`src/design/ist_pkg.sv`:
```
// Package for the integer set table: sizes, command and status codes,
// and the control word shared by the top level and the storage cells.
// No dependencies.
package ist_pkg;

	localparam int CAPACITY = 16;
	localparam int CNT_W    = $clog2(CAPACITY + 1);
	localparam int KEY_W    = 32;

	localparam logic [1:0] CMD_INSERT = 2'd0;
	localparam logic [1:0] CMD_DELETE = 2'd1;
	localparam logic [1:0] CMD_QUERY  = 2'd2;

	localparam logic [1:0] ST_DONE     = 2'd0;
	localparam logic [1:0] ST_PRESENT  = 2'd1;
	localparam logic [1:0] ST_FULL     = 2'd2;
	localparam logic [1:0] ST_NOTFOUND = 2'd3;

	typedef struct packed {
		logic                    load;
		logic                    ins;
		logic                    del;
		logic signed [KEY_W-1:0] key;
	} cell_ctl_t;

endpackage

```
`src/design/ist_cmd_if.sv`:
```
// Command channel of the integer set table: valid/ready and one command word.
// Depends on ist_pkg.
interface ist_cmd_if import ist_pkg::*; ();
	logic                    valid;
	logic                    ready;
	logic [1:0]              cmd;
	logic signed [KEY_W-1:0] key;

	modport source (output valid, output cmd, output key, input ready);
	modport sink (input valid, input cmd, input key, output ready);
endinterface

```
`src/design/ist_res_if.sv`:
```
// Result channel of the integer set table: valid/ready and one result word.
// Depends on ist_pkg.
interface ist_res_if import ist_pkg::*; ();
	logic             valid;
	logic             ready;
	logic [1:0]       status;
	logic             found;
	logic [CNT_W-1:0] element_count;
	logic             is_empty;

	modport source (output valid, output status, output found, output element_count,
		output is_empty, input ready);
	modport sink (input valid, input status, input found, input element_count,
		input is_empty, output ready);
endinterface

```
`src/design/ist_cell.sv`:
```
// One storage cell of the set table: holds a key, compares it against the
// broadcast key and takes its neighbour's key when a delete closes the gap.
// Depends on ist_pkg.
module ist_cell import ist_pkg::*; (
	input  logic                    clk,
	input  logic                    arst_n,
	input  cell_ctl_t               ctl,
	input  logic                    live,
	input  logic                    wr_sel,
	input  logic                    hit_in,
	input  logic signed [KEY_W-1:0] next_slot,
	output logic                    hit_out,
	output logic                    match,
	output logic signed [KEY_W-1:0] slot
);

	logic                    match_q;
	logic signed [KEY_W-1:0] slot_q;

	always_ff @(posedge clk or negedge arst_n) begin
		if (!arst_n) begin
			match_q <= 1'b0;
		end else if (ctl.load) begin
			match_q <= live && (slot_q == ctl.key);
		end
	end

	// the hit travels up the row: every cell at or above the match shifts down
	assign hit_out = hit_in | match_q;

	always_ff @(posedge clk) begin
		if (ctl.del && hit_out) begin
			slot_q <= next_slot;
		end else if (ctl.ins && wr_sel) begin
			slot_q <= ctl.key;
		end
	end

	assign match = match_q;
	assign slot  = slot_q;

endmodule

```
`src/design/integer_set_table.sv`:
```
// Integer set table: a packed set of up to CAPACITY distinct signed 32-bit keys
// kept in a row of cells. In the cycle a command word is accepted all cells
// compare their key against it at once; in the exec state the hit runs along
// the row and the table is updated (append at the fill position, or every
// cell above a deleted key takes its upper neighbour's key). The result lands
// in an output register; while that register still holds an untaken result
// the update waits. A new command is taken whenever no command is in flight.
// Depends on ist_pkg, ist_cmd_if, ist_res_if, ist_cell.
module integer_set_table import ist_pkg::*; (
	input  logic        clk,
	input  logic        arst_n,
	ist_cmd_if.sink     req,
	ist_res_if.source   rsp
);

	typedef enum logic {S_IDLE, S_EXEC} state_t;

	state_t                  state_q;
	logic [1:0]              cmd_q;
	logic signed [KEY_W-1:0] key_q;
	logic [CNT_W-1:0]        fill_q;
	logic                    rsp_valid_q;
	logic [1:0]              status_q;
	logic                    found_q;
	logic [CNT_W-1:0]        count_q;
	logic                    empty_q;

	logic                    accept;
	logic                    commit;
	logic                    found;
	logic                    full;
	logic                    ins_ok;
	logic                    del_ok;
	logic [1:0]              status_d;
	logic [CNT_W-1:0]        fill_d;
	cell_ctl_t               ctl;

	logic                    hit [CAPACITY+1];
	logic [CAPACITY-1:0]     match_vec;
	logic signed [KEY_W-1:0] slot_w [CAPACITY];

	assign req.ready = (state_q == S_IDLE);
	assign accept    = req.valid && req.ready;
	assign commit    = (state_q == S_EXEC) && (!rsp_valid_q || rsp.ready);

	assign found  = hit[CAPACITY];
	assign full   = (fill_q == CNT_W'(CAPACITY));
	assign ins_ok = (cmd_q == CMD_INSERT) && !found && !full;
	assign del_ok = (cmd_q == CMD_DELETE) && found;

	always_comb begin
		case (cmd_q)
			CMD_INSERT: status_d = found ? ST_PRESENT : (full ? ST_FULL : ST_DONE);
			CMD_DELETE: status_d = found ? ST_DONE : ST_NOTFOUND;
			CMD_QUERY:  status_d = found ? ST_DONE : ST_NOTFOUND;
			default:    status_d = found ? ST_DONE : ST_NOTFOUND;
		endcase
		if (ins_ok) begin
			fill_d = fill_q + 1'b1;
		end else if (del_ok) begin
			fill_d = fill_q - 1'b1;
		end else begin
			fill_d = fill_q;
		end
	end

	// compare against the incoming key, update with the held one
	assign ctl.load = accept;
	assign ctl.ins  = commit && ins_ok;
	assign ctl.del  = commit && del_ok;
	assign ctl.key  = (state_q == S_IDLE) ? req.key : key_q;

	assign hit[0] = 1'b0;

	for (genvar i = 0; i < CAPACITY; i++) begin : g_cell
		localparam logic [CNT_W-1:0] IDX = CNT_W'(i);
		logic signed [KEY_W-1:0] next_slot;

		if (i == CAPACITY - 1) begin : g_last
			assign next_slot = slot_w[i];
		end else begin : g_mid
			assign next_slot = slot_w[i+1];
		end

		ist_cell u_cell (
			.clk       (clk),
			.arst_n    (arst_n),
			.ctl       (ctl),
			.live      (IDX < fill_q),
			.wr_sel    (IDX == fill_q),
			.hit_in    (hit[i]),
			.next_slot (next_slot),
			.hit_out   (hit[i+1]),
			.match     (match_vec[i]),
			.slot      (slot_w[i])
		);
	end

	always_ff @(posedge clk or negedge arst_n) begin
		if (!arst_n) begin
			state_q     <= S_IDLE;
			fill_q      <= '0;
			rsp_valid_q <= 1'b0;
		end else begin
			case (state_q)
				S_IDLE: begin
					if (accept) begin
						state_q <= S_EXEC;
					end
				end
				S_EXEC: begin
					if (commit) begin
						state_q <= S_IDLE;
					end
				end
				default: state_q <= S_IDLE;
			endcase
			if (commit) begin
				fill_q      <= fill_d;
				rsp_valid_q <= 1'b1;
			end else if (rsp.ready) begin
				rsp_valid_q <= 1'b0;
			end
		end
	end

	always_ff @(posedge clk) begin
		if (accept) begin
			cmd_q <= req.cmd;
			key_q <= req.key;
		end
		if (commit) begin
			status_q <= status_d;
			found_q  <= found;
			count_q  <= fill_d;
			empty_q  <= (fill_d == '0);
		end
	end

	assign rsp.valid         = rsp_valid_q;
	assign rsp.status        = status_q;
	assign rsp.found         = found_q;
	assign rsp.element_count = count_q;
	assign rsp.is_empty      = empty_q;

	a_fill_bound: assert property (@(posedge clk) disable iff (!arst_n)
		fill_q <= CNT_W'(CAPACITY))
		else $error("fill count beyond capacity");

	a_single_match: assert property (@(posedge clk) disable iff (!arst_n)
		(state_q == S_EXEC) |-> $onehot0(match_vec))
		else $error("key stored in more than one cell");

	a_commit_shows: assert property (@(posedge clk) disable iff (!arst_n)
		commit |=> (rsp.valid && rsp.element_count == fill_q))
		else $error("result word not presented after update");

	a_empty_flag: assert property (@(posedge clk) disable iff (!arst_n)
		rsp.valid |-> (rsp.is_empty == (rsp.element_count == '0)))
		else $error("empty flag disagrees with count");

endmodule
```
`src/flat_wrapper.sv`:
```
// flat-port wrapper written by rule: the top's interface ports become plain ports
module integer_set_table_flat import ist_pkg::*;
  (clk, arst_n, req_valid, req_cmd, req_key, req_ready, rsp_valid, rsp_status, rsp_found, rsp_element_count, rsp_is_empty, rsp_ready);
  ist_cmd_if req_i ();
  ist_res_if rsp_i ();
  input  logic clk;
  input  logic arst_n;
  input wire logic [$bits(req_i.valid)-1:0] req_valid;
  input wire logic [$bits(req_i.cmd)-1:0] req_cmd;
  input wire logic [$bits(req_i.key)-1:0] req_key;
  output wire logic [$bits(req_i.ready)-1:0] req_ready;
  output wire logic [$bits(rsp_i.valid)-1:0] rsp_valid;
  output wire logic [$bits(rsp_i.status)-1:0] rsp_status;
  output wire logic [$bits(rsp_i.found)-1:0] rsp_found;
  output wire logic [$bits(rsp_i.element_count)-1:0] rsp_element_count;
  output wire logic [$bits(rsp_i.is_empty)-1:0] rsp_is_empty;
  input wire logic [$bits(rsp_i.ready)-1:0] rsp_ready;
  assign req_i.valid = req_valid;
  assign req_i.cmd = req_cmd;
  assign req_i.key = req_key;
  assign req_ready = req_i.ready;
  assign rsp_valid = rsp_i.valid;
  assign rsp_status = rsp_i.status;
  assign rsp_found = rsp_i.found;
  assign rsp_element_count = rsp_i.element_count;
  assign rsp_is_empty = rsp_i.is_empty;
  assign rsp_i.ready = rsp_ready;
  integer_set_table u_core (.clk(clk), .arst_n(arst_n), .req(req_i), .rsp(rsp_i));
endmodule
```
`config.mk`:
```
export PLATFORM = sky130hd
export DESIGN_NAME = integer_set_table_flat
export DESIGN_NICKNAME = d
export VERILOG_FILES = /design/src/design/ist_pkg.sv /design/src/design/ist_cmd_if.sv /design/src/design/ist_res_if.sv /design/src/design/ist_cell.sv /design/src/design/integer_set_table.sv /design/src/flat_wrapper.sv
export SDC_FILE = /design/constraint.sdc
export NUM_CORES = 1
export LEC_CHECK = 0
export BUFFER_PORTS_ARGS = -buffer_cell sky130_fd_sc_hd__buf_4
export CAP_MARGIN = 20
export CORE_ASPECT_RATIO = 2
export CORE_MARGIN = 2
export CORE_UTILIZATION = 60
export CTS_BUF_LIST = sky130_fd_sc_hd__clkbuf_4
export CTS_CLUSTER_DIAMETER = 80
export DETAILED_ROUTE_END_ITERATION = 16
export MAX_ROUTING_LAYER = met4
export PLACE_DENSITY_LB_ADDON = 0.25
export SLEW_MARGIN = 5
export SYNTH_ARGS = -nofsm -noshare
export SYNTH_HDL_FRONTEND = slang
export SYNTH_HIERARCHICAL = 1
export SYNTH_SLANG_ARGS = --single-unit
```
`constraint.sdc`:
```
create_clock -name clk -period 13 [get_ports clk]
set_clock_uncertainty 0.05 [all_clocks]
set_input_delay 1.3 -clock clk [delete_from_list [all_inputs] [get_ports clk]]
set_output_delay 1.3 -clock clk [all_outputs]
set_load 0.02 [all_outputs]
```
After elaboration in Yosys (flattened, before gate mapping)
Index checks and enable logic that the tools add are counted.
{"block": "classes", "addsub": 2, "n_lt_le_gt_ge": 16, "eq_ne": 33, "n_mux": 42, "bitwise_logic": 17, "n_reduce_logical": 79}
{"op": "two-way mux 32 bit", "n": 31}
{"op": "== test 32 bit", "n": 16}
{"op": "logical AND 1 bit", "n": 55}
{"op": "== test 4 x 5 -> 1 bit (first input constant)", "n": 8}
{"op": "< comparator 4 x 5 -> 1 bit (first input constant)", "n": 8}
{"op": "nonzero test 2 bit", "n": 16}
{"op": "== test 3 x 5 -> 1 bit (first input constant)", "n": 4}
{"op": "< comparator 3 x 5 -> 1 bit (first input constant)", "n": 4}
{"op": "bitwise OR 1 bit", "n": 15}
{"op": "== test 2 x 5 -> 1 bit (first input constant)", "n": 2}
{"op": "zero test 5 bit", "n": 2}
{"op": "< comparator 1 x 5 -> 1 bit (first input constant)", "n": 2}
{"op": "< comparator 2 x 5 -> 1 bit (first input constant)", "n": 2}
{"op": "two-way mux 5 bit", "n": 2}
{"op": "two-way mux 2 bit", "n": 4}
{"op": "adder 5 x 1 -> 5 bit (second input constant)", "n": 1}
{"op": "== test 1 x 5 -> 1 bit (first input constant)", "n": 1}
{"op": "== test 5 bit (second input constant)", "n": 1}
{"op": "subtractor 5 x 1 -> 5 bit (second input constant)", "n": 1}
{"op": "two-way mux 1 bit", "n": 4}
{"op": "zero test 1 bit", "n": 3}
{"op": "== test 2 x 1 -> 1 bit (second input constant)", "n": 1}
{"op": "zero test 2 bit", "n": 1}
{"op": "NOT 1 bit", "n": 2}
{"op": "other kinds (3)", "n": 3}
{"block": "word_totals", "regBits": 578, "in_bits": 38, "out_inout_bits": 11, "wordCells": 230}

Depth between registers and ports, before layout
Gate-level depths: netlist of the first run.
{"block": "depth", "depth_word": 22, "mapped_depth": 22, "ltp_nobuf": 22}

Cells and area by module
Netlist of the first run, hierarchy kept.
{"module": "ist_cell", "instances": 16, "cells_per_inst": 117, "area_each_um2": 1744.2, "seq_area_each_um2": 985.9}
{"module": "integer_set_table", "instances": 1, "cells_per_inst": 186, "area_each_um2": 2521.2, "seq_area_each_um2": 1466.4}

Worst setup path before layout of the first run
Ideal clock, no wire load.
{"block": "synth_timing", "kind": "register to register", "startpoint": "reg u_core.g_cell[0].u_cell.match_q", "endpoint": "reg u_core.g_cell[0].u_cell.slot_q[0] (enable)", "setup_ns": 0.389, "t_arrival_ns": 6.492, "setup_slack_ns": 6.069, "path_stages_with_launch": 23, "n_path_buf": 0, "period_less_slack_ns": 6.931, "cell_sequence": "dfrtp_1 > or2_2 > or2_2 > or2_2 > or2_2 > or2_2 > or2_2 > or2_2 > or2_2 > or2_2 > or2_2 > or2_2 > or2_2 > or2_2 > or2_2 > or2_2 > or2_2 > inv_1 > ha_1 > and2_4 > and3_1 > nand2_1 > nand2_1"}
{"element": "start, declared", "line": "ist_cell.sv:17", "rtl": "logic match_q;"}
{"element": "start signal, assigned", "line": "ist_cell.sv:24", "rtl": "match_q <= live && (slot_q == ctl.key);"}
{"element": "end signal, assigned", "line": "ist_cell.sv:33", "rtl": "slot_q <= next_slot;"}
{"element": "end signal, assigned", "line": "ist_cell.sv:35", "rtl": "slot_q <= ctl.key;"}
{"element": "end, declared", "line": "ist_cell.sv:18", "rtl": "logic signed [KEY_W-1:0] slot_q;"}

==> results of run 1 <==
cells by family (layout without fill, tap and decap cells):
group / count (synthesis) / after routing / share of synthesized area
AO/OA/AOI/OAI: 35 / 35 / 0.0113
XOR/XNOR: 518 / 518 / 0.149
adder cells (fa/ha/maj): 6 / 6 / 0.00247
buffers and inverters: 83 / 345 / 0.0125
flip-flops: 578 / 578 / 0.567
multiplexers: 547 / 547 / 0.202
other: 1 / 4 / 0.000123
AND/OR/NAND/NOR: 290 / 290 / 0.0553
synth_stat cells, drive strengths merged, types with 2 or more instances:
library cell / count / area, um^2
a21oi: 4 / 23.8
o21ai: 3 / 15.0
or4: 16 / 120
xnor2: 197 / 1730
dfrtp: 23 / 576
inv: 24 / 90.1
and3: 4 / 25.0
mux2: 547 / 6160
a22oi: 2 / 28.8
and2: 4 / 27.5
nor3b: 3 / 22.5
nand3: 17 / 85.1
nor2: 11 / 41.3
o21bai: 5 / 37.5
ha: 6 / 75.1
nand2b: 3 / 18.8
nand4: 64 / 400
nor3: 5 / 30.0
edfxtp: 555 / 16700
xor2: 321 / 2810
o22ai: 16 / 200
or2: 16 / 100
nor4: 80 / 500
clkbuf: 5 / 20.0
nor4b: 3 / 32.5
buf: 54 / 269
nand2: 59 / 221
layout make-up:
| type | instances | area, um^2 |
|---|---|---|
| diodes | 3 | 7.51 |
| clock buffers | 195 | 1460 |
| clock inverters | 39 | 332 |
| fillers | 3704 | 16600 |
| inverters | 24 | 90.1 |
| multi-input cells | 1397 | 12800 |
| flip-flops and latches | 578 | 17200 |
| well taps | 649 | 812 |
| repair buffers | 87 | 673 |
layer usage:
layer  global-route usage  vias up
met5                    -        -
met4                0.205        0
met3               0.0495      261
met2                0.558      471
met1                0.228     8932
li1                     -     8146
path summary, 6_finish.rpt:
path | start | endpoint | slack, ns | cells past startpoint
min reg2reg | u_core/g_cell[0].u_cell/match | u_core/g_cell[0].u_cell/match | 0.50 | 2
min | arst_n | u_core/g_cell[6].u_cell/match | 0.32 | 1
min in group clk | u_core/g_cell[0].u_cell/match | u_core/g_cell[0].u_cell/match | 0.50 | 2
max in group asynchronous | arst_n | u_core/state_q | 12.23 | 1
max | u_core/g_cell[0].u_cell/match | u_core/g_cell[2].u_cell/slot[15] | 5.36 | 23
max reg2reg | u_core/g_cell[0].u_cell/match | u_core/g_cell[2].u_cell/slot[15] | 5.36 | 23
cell usage in the layout, fill, tap and decap left out, drive strengths merged, types with 2 or more instances in the layout:
master    instances
edfxtp          555
mux2            547
xor2            321
xnor2           197
clkbuf          195
buf              87
nor4             80
nand4            64
nand2            59
inv              27
clkinv           24
dfrtp            23
nand3            17
or2              16
or4              16
o22ai            16
nor2             11
clkinvlp          7
ha                6
bufinv            5
o21bai            5
nor3              5
and3              4
and2              4
a21oi             4
diode             3
nand2b            3
o21ai             3
nor3b             3
nor4b             3
a22oi             2
state kept, by name (all words and copies together), names as in the netlist, 2 cells and up:
| signal | cells |
|---|---|
| u_core/g_cell.u_cell/slot | 512 |
| u_core/fill_q | 5 |
| u_core/rsp.element_count | 5 |
| u_core/rsp.status | 2 |
| u_core/g_cell.u_cell/match | 16 |
| u_core/cmd_q | 2 |
| u_core/key_q | 32 |
power by group through the flow:
stage	logic, mW	registers, mW	clock network (mW)
after floorplan	0.682	2.23	0
after global placement	0.890	2.26	0
after detailed placement	0.918	2.26	0
after CTS	0.922	2.22	1.56
after global routing	0.991	2.23	1.65
final	0.925	2.22	1.52
worst register-to-register path, stage by stage (launching register included):
cell	delay, ns
dfrtp_1	0.37
or2_2	0.30
or2_2	0.28
or2_2	0.29
or2_2	0.29
or2_2	0.28
or2_2	0.28
or2_2	0.29
or2_2	0.29
or2_2	0.29
or2_2	0.29
or2_2	0.29
or2_2	0.29
or2_2	0.29
or2_2	0.29
or2_2	0.28
or2_2	0.33
inv_1	0.09
ha_1	0.29
and2_4	0.22
and3_1	0.58
nand2_1	0.15
nand2_1	0.54
buf_4	0.39
metrics by stage:
step,total power [mW],cell area (um^2),util
floorplan,2.92,30400,-
global placement,3.15,31600,0.631
detailed placement,3.18,31600,0.631
CTS,4.71,33400,0.667
global route,4.87,33400,0.668
finish,4.66,33400,0.668
==> Flow_metrics.wiki, run 1 <==
{| class="wikitable"
! Metric !! Value
|-
| Starting density of the core || 0.608
|-
| PwrDens || 139 mW/mm^2
|-
| Number of hold violations in the final report || 0
|-
| Count of cell types in the netlist || 47
|-
| Status || finished clean
|-
| Area of the placeable core || 0.0501 mm^2
|-
| Final wirelength || 71.5 mm
|-
| Fraction of registers with async set/reset || 0.0398
|-
| Number of cells upsized or downsized after cts || 0
|-
| YS warnings || 6
|-
| CTS tree || yes
|-
| Post-route setup TNS || 0 ns
|-
| GRT Util Overall || 0.286
|-
| Number of buffers between clock root and the deepest sink || 3
|-
| Final weighted congestion in routability-driven placement || 0.826
|-
| Max-Cap Viols || 0
|-
| Final setup slack of the worst path || 5.36 ns
|-
| Detailed Place HPWL || 48.4 mm
|-
| Synthesized area divided by synthesized cell count || 14.8 um^2
|-
| Leakage power summed over all cells || 11.5 nW
|-
| Hold crit path type || input port to asynchronous set/reset pin
|-
| Startpoint kind of the worst setup timing path || register
|-
| TritonCTS sink count || 578
|-
| Part of the cycle the worst path needs || 0.588
|-
| Highest clock rate || 131 MHz
|-
| Fraction of power consumed by combinational cells || 0.198
|-
| Final-stage net count || 2267
|-
| Slew @ Worst Pin || 1.18 ns
|-
| Clock transition at the registers of the reported paths || 0.06 ns
|-
| Remaining global-route overflow || 0
|-
| DIE HEIGHT || 322 um
|-
| Cell total after placement || 2734
|-
| First-pass DRT Iterations || 7
|-
| Count of final setup violators || 0
|-
| Critical path cell sequence || or2_2 -> or2_2 -> or2_2 -> or2_2 -> or2_2 -> or2_2 -> or2_2 -> or2_2 -> or2_2 -> or2_2 -> or2_2 -> or2_2 -> or2_2 -> or2_2 -> or2_2 -> or2_2 -> inv_1 -> ha_1 -> and2_4 -> and3_1 -> nand2_1 -> nand2_1 -> buf_4
|-
| Internal power || 3.36 mW
|-
| Hold buffer count at CTS || 0
|-
| H-tree Lvls || 4
|-
| Critical path's slowest cell || and3_1
|-
| Average detailed-routed wire length per instance || 24.1 um
|-
| I/O pins || 49
|-
| Peak per-stage delay on the critical path || 0.58 ns
|-
| Full die area || 0.0526 mm^2
|-
| Number of flops mapped to enable cells by yosys || 555
|-
| Largest net degree at the start of global routing || 37
|-
| Area growth from synthesis to final layout || 9.89%
|-
| Remaining max-slew budget at the tightest pin || 0.215
|-
| Root cell of the clock tree || clkbuf_4
|-
| Top FF cell, synth || edfxtp_1
|-
| Shortest period the worst path allows || 7.64 ns
|-
| Power spent charging and discharging nets || 1.31 mW
|-
| Post-detailed-route DRC marker count || 0
|-
| Vias after detailed routing || 17800
|-
| Cell type group with the largest total delay on the critical path || simple AND/OR/NAND/NOR gates
|-
| Maximum net fanout on the critical path || 17
|-
| CP dominant cell by count || or2_2
|-
| Share of post-route cells with drive strength above 1 || 0.385
|-
| Required arrival time at the worst endpoint || 13.49 ns
|-
| Sequential share of power || 0.476
|-
| Kind of critical path || register to register
|-
| Row cnt || 116
|-
| Initial antenna violation count || 2
|-
| Count of pins over their slew limit || 0
|-
| Setup fix buffers added after clock tree synthesis || 0
|-
| Wire length on met2 || 42.5 mm
|-
| Number of synthesized register bits || 578
|-
| CTS Buf Count || 135
|-
| Average via count per standard cell || 5.99
|-
| Wire length the detailed router placed on met1 || 21.9 mm
|-
| CP arrival || 8.13 ns
|-
| CP Capture Type || register
|-
| Met3 WL post-DR || 2.18 mm
|-
| Filler-free cell count of the finished design || 2972
|-
| Drt initial violations || 793
|-
| Gate count of the mapped netlist || 2058
|-
| Switching power share of the total || 0.280
|-
| Post-route antenna net violation count || 0
|-
| Setup repair after global routing missed its margin || no
|-
| Number of global-route vias before repair || 19900
|-
| Fraction of power consumed by the clock network || 0.325
|-
| Number of port buffers || 48
|-
| First-pass GRT wire length || 109 mm
|-
| Max rail drop VDD || 102 uV
|-
| Worst setup slack after placement || 5.43 ns
|-
| Uppermost layer routed || met4
|-
| Sequential cell area fraction in the yosys report || 0.567
|-
| Final worst hold slack || 0.321 ns
|-
| Later-pin clock latency in the skew report || 0.90 ns
|-
| WP buf/inv || 2
|-
| Die width || 163 um
|-
| Mapped Area || 0.0304 mm^2
|-
| Net Count, Synth || 2102
|}
No activity file was read; power rests on OpenSTA's default activity.
==> inputs of run 2 (changes only) <==
==> constraint.sdc (replaced) <==
create_clock -name clk -period 7.3 [get_ports clk]
set_clock_uncertainty 0.05 [all_clocks]
set_input_delay 0.73 -clock clk [delete_from_list [all_inputs] [get_ports clk]]
set_output_delay 0.73 -clock clk [all_outputs]
set_load 0.02 [all_outputs]
==> run 2 against run 1 <==
First-iteration DRC count is 13% lower. Register-to-register slack worse by 5.0 ns. Critical path depth is 1 higher. Final cell count is 0.94% higher. Largest power group unchanged. Largest cell class unchanged. Non-clock buffer count is 31 higher. Die area stayed put. Cell area is 1.9% higher.
==> Flow_metrics.wiki, run 2 (synthesis results as in run 1) <==
{| class="wikitable"
! Metric !! Value
|-
| Area growth from synthesis to final layout || 12.0%
|-
| Count of final setup violators || 0 (unchanged)
|-
| Remaining global-route overflow || 0 (unchanged)
|-
| Initial antenna violation count || 1 (-1)
|-
| I/O pins || 49 (unchanged)
|-
| PwrDens || 240 mW/mm^2 (+72%)
|-
| Count of cells along the worst register-to-register path || 24 (+4.3%)
|-
| Drt initial violations || 686 (-13%)
|-
| Endpoint of the worst hold path || u_core/key_q[4]
|-
| Max rail drop VDD || 174 uV (+71%)
|-
| DIE HEIGHT || 322 um (unchanged)
|-
| Maximum net fanout on the critical path || 28 (+11)
|-
| Post-detailed-route DRC marker count || 0 (unchanged)
|-
| Hold crit path type || input port to register
|-
| Filler Cells Inserted || 3538 (-4.5%)
|-
| Number of global-route vias before repair || 19000 (-4.1%)
|-
| Setup repair after global routing missed its margin || no
|-
| Part of the cycle the worst path needs || 0.950 (+0.363)
|-
| Vias after detailed routing || 17400 (-2.6%)
|-
| Total power consumption of the routed design || 8.18 mW (+75%)
|-
| Remaining max-slew budget at the tightest pin || 0.339 (+0.125)
|-
| Post-route antenna net violation count || 0 (unchanged)
|-
| CTS Buf Count || 137 (+1.5%)
|-
| Max-Cap Viols || 0 (unchanged)
|-
| Highest clock rate || 144 MHz (+10%)
|-
| Leakage power summed over all cells || 11.8 nW (+2.3%)
|-
| Shortest period the worst path allows || 6.94 ns (-0.703 ns)
|-
| First-pass DRT Iterations || 5 (-2)
|-
| Root cell of the clock tree || clkbuf_4
|-
| Full die area || 0.0526 mm^2 (unchanged)
|-
| Later-pin clock latency in the skew report || 0.88 ns (-0.02 ns)
|-
| Kind of critical path || register to register
|-
| TritonCTS sink count || 578 (unchanged)
|-
| Largest net degree at the start of global routing || 57 (+54%)
|-
| Final worst hold slack || 0.0693 ns (-0.252 ns)
|-
| Starting density of the core || 0.608 (unchanged)
|-
| Number of buffers between clock root and the deepest sink || 3 (unchanged)
|-
| CTS tree || yes
|-
| Cell depth of the worst min-delay path || 1
|-
| CP arrival || 7.41 ns (-0.72 ns)
|-
| Slew @ Worst Pin || 0.991 ns (-0.187 ns)
|-
| Number of cells upsized or downsized after cts || 0 (unchanged)
|-
| Share of post-route cells with drive strength above 1 || 0.377 (-0.00816)
|-
| Count of pins over their slew limit || 0 (unchanged)
|-
| CP Capture Type || register
|-
| Required arrival time at the worst endpoint || 7.77 ns (-5.72 ns)
|-
| Number of port buffers || 48 (unchanged)
|-
| Origin of the worst min-delay path || req_key[4]
|-
| Area of the placeable core || 0.0501 mm^2 (unchanged)
|-
| Status || finished clean
|-
| Area occupied by multi-input gates || 0.0128 mm^2 (unchanged)
|-
| Average via count per standard cell || 5.78 (-3.5%)
|-
| Final weighted congestion in routability-driven placement || 0.793 (-4.0%)
|-
| Most frequent cells in the layout || edfxtp_1, mux2_2, xor2_1
|-
| Clock transition at the registers of the reported paths || 0.06 ns (about the same)
|-
| H-tree Lvls || 4 (unchanged)
|-
| Max FFs per register || 512 (unchanged)
|-
| Start of the worst register-to-register path || u_core/g_cell[0].u_cell/match
|-
| Finished Core Util || 0.681 (+0.0130)
|-
| Setup fix buffers added after clock tree synthesis || 0 (unchanged)
|-
| Final-stage net count || 2300 (+1.5%)
|-
| Average detailed-routed wire length per instance || 20.8 um (-13%)
|-
| Number of hold violations in the final report || 0 (unchanged)
|-
| First-pass GRT wire length || 97.3 mm (-10%)
|-
| Detailed Place HPWL || 44.2 mm (-8.7%)
|-
| GRT Util Overall || 0.248 (-0.0373)
|-
| Post-route setup TNS || 0 ns (unchanged)
|-
| Row cnt || 116 (unchanged)
|-
| Commonest non-fill, non-tap cell in the layout || edfxtp_1
|-
| Die width || 163 um (unchanged)
|-
| R2r setup slk || 0.36 ns (-5.00 ns)
|-
| Final wirelength || 62.5 mm (-13%)
|-
| Area taken by flip-flops and latches || 0.0172 mm^2 (unchanged)
|-
| Startpoint kind of the worst setup timing path || register
|-
| Critical R2R Capture || u_core/g_cell[6].u_cell/slot[15]
|}
## run 2: worst max-delay path by stage
stage	from	end
finish	u_core/g_cell[0].u_cell/match	u_core/g_cell[6].u_cell/slot[15]
global route	u_core/g_cell[0].u_cell/match	u_core/g_cell[6].u_cell/slot[24]
floorplan	u_core/g_cell[0].u_cell/match	u_core/g_cell[0].u_cell/slot[0]
CTS	u_core/g_cell[0].u_cell/match	u_core/g_cell[6].u_cell/slot[21]
detailed placement	u_core/g_cell[0].u_cell/match	u_core/g_cell[6].u_cell/slot[8]
global placement	u_core/g_cell[0].u_cell/match	u_core/g_cell[6].u_cell/slot[15]
## run 2: per-stage QoR
| stage | setup slack (ns) | area (um^2) | std cells |
|---|---|---|---|
| 3_5_place_dp | 0.475 | 32000 | 2732 |
| 4_1_cts | 0.382 | 34100 | 2998 |
| 2_1_floorplan | 0.369 | 30400 | 2058 |
| 6_report | 0.363 | 34100 | 3000 |
| 5_1_grt | 0.0754 | 34100 | 2999 |
| 3_3_place_gp | 0.484 | 32000 | 2732 |
## run 2: routing by layer
layer / vias to the layer above / global-route usage / wire [um]
li1: 8188 / - / -
met1: 8695 / 0.207 / 19800
met2: 296 / 0.502 / 37800
met3: 174 / 0.0363 / 1610
met5: - / - / 0
met4: 0 / 0.134 / 3310
## run 2: area by class of cell
cell class / instances / area share
sequential: 578 / 0.506
multi-input combinational: 1397 / 0.376
clock buffer: 202 / 0.0445
timing repair buffer: 118 / 0.0402
tap: 649 / 0.0238
clock inverter: 30 / 0.00686
inverter: 24 / 0.00264
antenna: 2 / 0.000147
## run 2: repair_timing
| action | 4_1_cts | 5_1_grt |
|---|---|---|
| hold buffers | 34 | 0 |
| endpoints found under the hold margin | 56 | 0 |
| setup endpoints to repair | 0 | 0 |
## run 2: critical path, stage by stage (launching register included)
cell and delay (ns):
dfrtp_1 0.37, or2_2 0.30, or2_2 0.29, or2_2 0.30
or2_2 0.29, or2_2 0.29, or2_2 0.29, or2_2 0.29
or2_2 0.29, or2_2 0.29, or2_2 0.30, or2_2 0.30
or2_2 0.29, or2_2 0.29, or2_2 0.29, or2_2 0.28
or2_2 0.32, inv_1 0.07, ha_1 0.27, and2_4 0.21
and3_1 0.14, buf_4 0.20, nand2_1 0.07, nand2_1 0.24
buf_12 0.23
## run 2: power breakdown
group | total (mW) | internal [mW] | switching [mW]
Sequential | 3.96 | 3.85 | 0.108
Combinational | 1.58 | 0.729 | 0.854
Clock | 2.64 | 1.40 | 1.24
Total | 8.18 | 5.98 | 2.20
